<file path="src/design/afft_pkg.sv">
`timescale 1ns / 1ps
`default_nettype none

package afft_pkg;

    localparam int REG_COUNT = 8;

    typedef enum logic [2:0] {
        REG_M11   = 3'd0,
        REG_M12   = 3'd1,
        REG_M21   = 3'd2,
        REG_M22   = 3'd3,
        REG_OFF_X = 3'd4,
        REG_OFF_Y = 3'd5,
        REG_SCALE = 3'd6,
        REG_MODE  = 3'd7
    } t_reg_idx;

endpackage

`default_nettype wire

</file>
<file path="src/design/afft_regs.sv">
`timescale 1ns / 1ps
`default_nettype none

module afft_regs #(
    parameter int W  = 32,
    parameter int F  = 16,
    parameter int AW = 5,
    parameter int DW = 32
) (
    input  wire logic                 i_clk,
    input  wire logic                 i_rst_n,
    input  wire logic                 psel,
    input  wire logic                 penable,
    input  wire logic                 pwrite,
    input  wire logic [AW-1:0]        paddr,
    input  wire logic [DW-1:0]        pwdata,
    output logic      [DW-1:0]        prdata,
    output logic                      pready,
    output logic signed [W-1:0]       o_m11,
    output logic signed [W-1:0]       o_m12,
    output logic signed [W-1:0]       o_m21,
    output logic signed [W-1:0]       o_m22,
    output logic signed [W-1:0]       o_off_x,
    output logic signed [W-1:0]       o_off_y,
    output logic signed [W-1:0]       o_scale,
    output logic                      o_mode
);
    import afft_pkg::*;

    localparam logic [W-1:0] ONE_R = {{(W-1){1'b0}}, 1'b1} << F;

    logic [W-1:0] r_m11, r_m12, r_m21, r_m22, r_offx, r_offy, r_scale;
    logic         r_mode;
    t_reg_idx     idx;
    logic         wr;

    assign idx    = t_reg_idx'(paddr[AW-1:AW-3]);
    assign wr     = psel && penable && pwrite;
    assign pready = 1'b1;

    always_ff @(posedge i_clk) begin
        if (!i_rst_n) begin
            r_m11   <= ONE_R;
            r_m12   <= '0;
            r_m21   <= '0;
            r_m22   <= ONE_R;
            r_offx  <= '0;
            r_offy  <= '0;
            r_scale <= ONE_R;
            r_mode  <= 1'b0;
        end else if (wr) begin
            unique case (idx)
                REG_M11:   r_m11   <= pwdata[W-1:0];
                REG_M12:   r_m12   <= pwdata[W-1:0];
                REG_M21:   r_m21   <= pwdata[W-1:0];
                REG_M22:   r_m22   <= pwdata[W-1:0];
                REG_OFF_X: r_offx  <= pwdata[W-1:0];
                REG_OFF_Y: r_offy  <= pwdata[W-1:0];
                REG_SCALE: r_scale <= pwdata[W-1:0];
                REG_MODE:  r_mode  <= pwdata[0];
                default:   ;
            endcase
        end
    end

    always_comb begin
        unique case (idx)
            REG_M11:   prdata = DW'(r_m11);
            REG_M12:   prdata = DW'(r_m12);
            REG_M21:   prdata = DW'(r_m21);
            REG_M22:   prdata = DW'(r_m22);
            REG_OFF_X: prdata = DW'(r_offx);
            REG_OFF_Y: prdata = DW'(r_offy);
            REG_SCALE: prdata = DW'(r_scale);
            REG_MODE:  prdata = DW'(r_mode);
            default:   prdata = '0;
        endcase
    end

    assign o_m11   = r_m11;
    assign o_m12   = r_m12;
    assign o_m21   = r_m21;
    assign o_m22   = r_m22;
    assign o_off_x = r_offx;
    assign o_off_y = r_offy;
    assign o_scale = r_scale;
    assign o_mode  = r_mode;

endmodule

`default_nettype wire

</file>
<file path="config.mk">
export PLATFORM = sky130hd
export DESIGN_NAME = afft_regs
export DESIGN_NICKNAME = d
export VERILOG_FILES = /design/src/design/afft_pkg.sv /design/src/design/afft_regs.sv
export SDC_FILE = /design/constraint.sdc
export NUM_CORES = 1
export LEC_CHECK = 0
export ABC_AREA = 1
export CAP_MARGIN = 10
export CORE_ASPECT_RATIO = 0.7
export CORE_MARGIN = 2
export CORE_UTILIZATION = 45
export DETAILED_ROUTE_END_ITERATION = 7
export DONT_BUFFER_PORTS = 1
export PLACE_DENSITY = 0.69
export SLEW_MARGIN = 20
export SYNTH_ARGS = -nofsm -noshare
export SYNTH_HDL_FRONTEND = slang
export SYNTH_SLANG_ARGS = --single-unit
export TNS_END_PERCENT = 1
</file>
<file path="constraint.sdc">
create_clock -name i_clk -period 1.3 [get_ports i_clk]
set_input_delay 0.13 -clock i_clk [delete_from_list [all_inputs] [get_ports i_clk]]
set_output_delay 0.13 -clock i_clk [all_outputs]
set_load 0.05 [all_outputs]
</file>
### Word-level counts from Yosys, hierarchy flattened

Index checks and enable logic that the tools add are counted.

* memories: 0
* bits of input ports: 42
* logic and storage cells: 27
* register bits after elaboration: 225
* memory bits (read-only): 0
* output and inout port bits: 258
* latch bits: 0
* bits in writable memories: 0

* shift operators: 0
* multipliers: 0
* add/sub/neg operators: 0
* divide/modulo/power cells: 0
* reductions and logical operators: 11
* muxes and demuxes: 1
* bitwise logic cells: 0
* equal/unequal tests: 7
* $lt $le $gt $ge: 0

Operator list (count)
* $pmux 32 s8: 1
* $reduce_and 2->1: 8
* $eq 3x3->1 const B: 4
* $eq 3x2->1 const B: 2
* $eq 3x1->1 const B: 1
* $logic_not 3->1: 1
* $logic_and 1x1->1: 2

### Logic depth before layout (Yosys ltp)

* word-level depth: 3
* gate-level depth with buffers: 8
* mapped depth without buffers: 6

### Least setup slack after synthesis

No wires, ideal clock.

* kind: flip-flop to output port
* start point: reg r_offy[16] (netlist: o_off_y[16])
* end point: out prdata[16]
* buffers on the path: 0
* required time: 1.170 ns
* path slack: -0.115 ns
* arrival: 1.285 ns
* cell stages (with the launch flop): 5
* cells stage by stage: dfxtp_1 -> nand4_1 -> nand2_1 -> nor2_1 -> nand3_1

* cells in the longest elaborated chain, start to end: 1

Ends and longest elaborated chain
* start: declaration: line afft_regs.sv:32 `logic [W-1:0] r_m11, r_m12, r_m21, r_m22, r_offx, r_offy, r_scale;`
* start signal: assignment: line afft_regs.sv:58 `REG_OFF_Y: r_offy <= pwdata[W-1:0];`
* $pmux 32 s8: line afft_regs.sv:67 `unique case (idx)`
* end: declaration: line afft_regs.sv:17 `output logic [DW-1:0] prdata,`

Every way passes these cells.

### Worst setup path in the final report

* start point: reg r_m21[8] (netlist: o_m21[8])
* end point: out prdata[8]

* cells in the longest elaborated chain, start to end: 1

Ends and longest elaborated chain
* start: declaration: line afft_regs.sv:32
* start signal: assignment: line afft_regs.sv:55 `REG_M21: r_m21 <= pwdata[W-1:0];`
* $pmux 32 s8: line afft_regs.sv:67

Every way passes these cells.

==> flow_summary.toml <==
[status]
status = "finished with violations"
violations = "negative hold slack, negative setup slack"

[timing]
max_slew.worst_pin.slew_ns = 0.779
relSlewSlack_pct = 48.0
slew_violations = 0
period_share_pct = 125
finalClockSkew_ns = 0
fmax_mhz = 616
worst_slack_ns = -0.324
holdWs_ns = -0.234
finalSetupViolCount = 35
min_period_ns = 1.62
report.final.hold_viol_count = 98
finalSetupTns_ns = -8.33
rsz0062_at_grt = "yes"

[clock_tree]
cts.sinks = 225
cts_tree = "done"
numCtsBuffers = 24
cts.path.max_buffers = 3
htree_levels = 1
cts_root_buf = "clkbuf_16"
clock_latency_ns = 0.51
clkTransAtPathRegs_ns = 0.07
postCtsSetupBuffers = 0
postCtsHoldBufs = 47

[final_layout]
fill_cells = 1936
final_nets = 1794
drive_gt1_share_pct = 25.2
final_util_pct = 64.8
syn_to_final_growth_pct = 41.4

[die]
fp.dieArea_um2 = 24300
pin_count = 300
floorplan.initialDensity_pct = 45.8
die_w_um = 186
rows = 46
fp.dieH_um = 131
coreArea_um2 = 22700

[placed_design]
globalplace.congestion = 0.928
numPortBuffers = 0
dpl.hpwl_um = 27600
dpl_worst_slack_ns = -0.0784

[critical_path]
cp.arrival_ns = 1.49
slowest_stage = "dfxtp_1"
path_class = "flop to output pin"
cpPeakStageDelay_ns = 0.31
cp.required_ns = 1.17
critPathMaxFanout = 2
endpoint_kind = "output pin"
startpoint_type = "flop"
crit_chain = "nand4_1, nand2_2, nor2_4, nand3_4, buf_12"

[synthesis]
yosys.cell_types.count = 25
ys_ff_latch = 225
ys_warn_count = 0
seq_area_frac_synth_pct = 43.4
avgSynthCellArea_um2 = 6.89
synth_cells = 1507
syn_nets = 1549
syn-cell-area_um2 = 10400

[grt]
grtUsageMet3_pct = 11.5
grt_pass1_wl_um = 65600
grt_pass1_vias = 11300
use_met1_pct = 40.3
busiest_layer = "met2"
grt_max_degree = 226
track_usage_pct = 34.4
antenna_found_initial = 10
overflow = 0
met2_usage_pct = 55.1

[route]
wirelength_um = 43900
drt_iter0_drc = 1235
wl_per_cell_um = 21.0
vias = 12100
drt.antenna.violating_nets = 0
drc = 0
vias_per_cell = 5.81
first_pass_iters = 5

[run]
drv_cap = 0

[hold_path]
hp-class = "input pin to flop"

[power_and_ir_drop]
p_leak_uw = 0.00664
powerDensity_nw_per_um2 = 1060
vdd_drop_max_mv = 1.06
==> stage by stage <==
stage          cell area (um2)  instances  power [uW]
2_1_floorplan            10400       1507        8150
3_3_place_gp             13000       1991        8420
5_1_grt                  14700       2087       16100
4_1_cts                  14500       2078       15700
6_report                 14700       2088       15600
3_5_place_dp             13000       1991        8430
==> Yosys cell counts, drive strengths merged <==
master	instances	area [um2]
o21ai	222	1110
clkbuf	48	186
inv	70	273
o211ai	1	7.51
nand4	98	613
nand3	73	415
nand2	104	395
buf	85	478
dfxtp	225	4500
nor2	451	1760
conb	1	3.75
nor3	129	646
==> placed cells by master, fill, tap and decap left out <==
master	n
o21ai_0	155
nor2_8	1
conb_1	1
inv_6	1
nand3_4	10
inv_2	3
clkbuf_8	2
clkinv_2	6
nand2_2	5
nor2_2	38
clkbuf_1	2
nor2_4	13
bufinv_16	3
clkinvlp_4	1
nand4_1	98
clkbuf_16	25
dlygate4sd3_1	47
buf_12	49
o21ai_1	67
nor3_1	129
o211ai_1	1
nand2_1	99
inv_4	2
inv_1	64
buf_6	5
diode_2	10
clkinv_4	1
dfxtp_1	221
dfxtp_2	4
nand3_2	25
buf_4	251
nand3_1	38
nor2_1	399
==> registers in the layout, summed over array words and instances, names as in the netlist <==
register	cells
o_m11	32
o_m12	32
o_m21	32
o_m22	32
o_mode	1
o_off_x	32
o_off_y	32
o_scale	32
==> report_power, final <==
group          internal, uW  total, uW  switching [uW]
sequential             6980       7030            50.9
clock                  4190       7060            2880
combinational           468       1520            1050
==> timing repair <==
action                     in CTS  in global routing
pin swaps                       5                  9
gates resized for setup        61                 38
hold endpoints to repair      225                210
setup endpoints to repair      32                 44
==> critical path, delay by kind of cell (launching register included) <==
family                 cells  cell delay [ns]
and+or+nand+nor            4             0.50
DFF                        1             0.31
buffers and inverters      1             0.16
==> kinds of logic (layout without fill, tap and decap cells) <==
family	Yosys count	after routing	synth area share, %
AND/OR/NAND/NOR	855	855	36.8
other	1	11	0.0361
flip-flops	225	225	43.4
AO/OA/AOI/OAI	223	223	10.8
buffers and inverters	203	462	9.02
==> path summary, 6_finish.rpt <==
kind             start  cells past startpoint  slack, ns           to
min reg2reg  o_m22[16]                      3       0.69    o_m22[16]
max reg2reg   o_m11[8]                      3      -0.01     o_m11[8]
min            i_rst_n                      2      -0.23  o_off_x[24]
max           o_m21[8]                      5      -0.32    prdata[8]
==> routing by layer <==
layer	up-vias	part of all wire, %
li1	5527	-
met1	5680	36
met2	753	45
met3	172	13
met4	0	6.3
met5	-	0
==> layout make-up <==
class	instances	area, um2	area share, %
inverter	70	273	1.86
tap	312	390	2.66
antenna	10	25.0	0.170
clock buffer	29	661	4.50
multi-input combinational	1079	5300	36.1
sequential	225	4510	30.7
timing repair buffer	352	3390	23.1
clock inverter	11	136	0.929
Power figures use the tool's default switching activity.
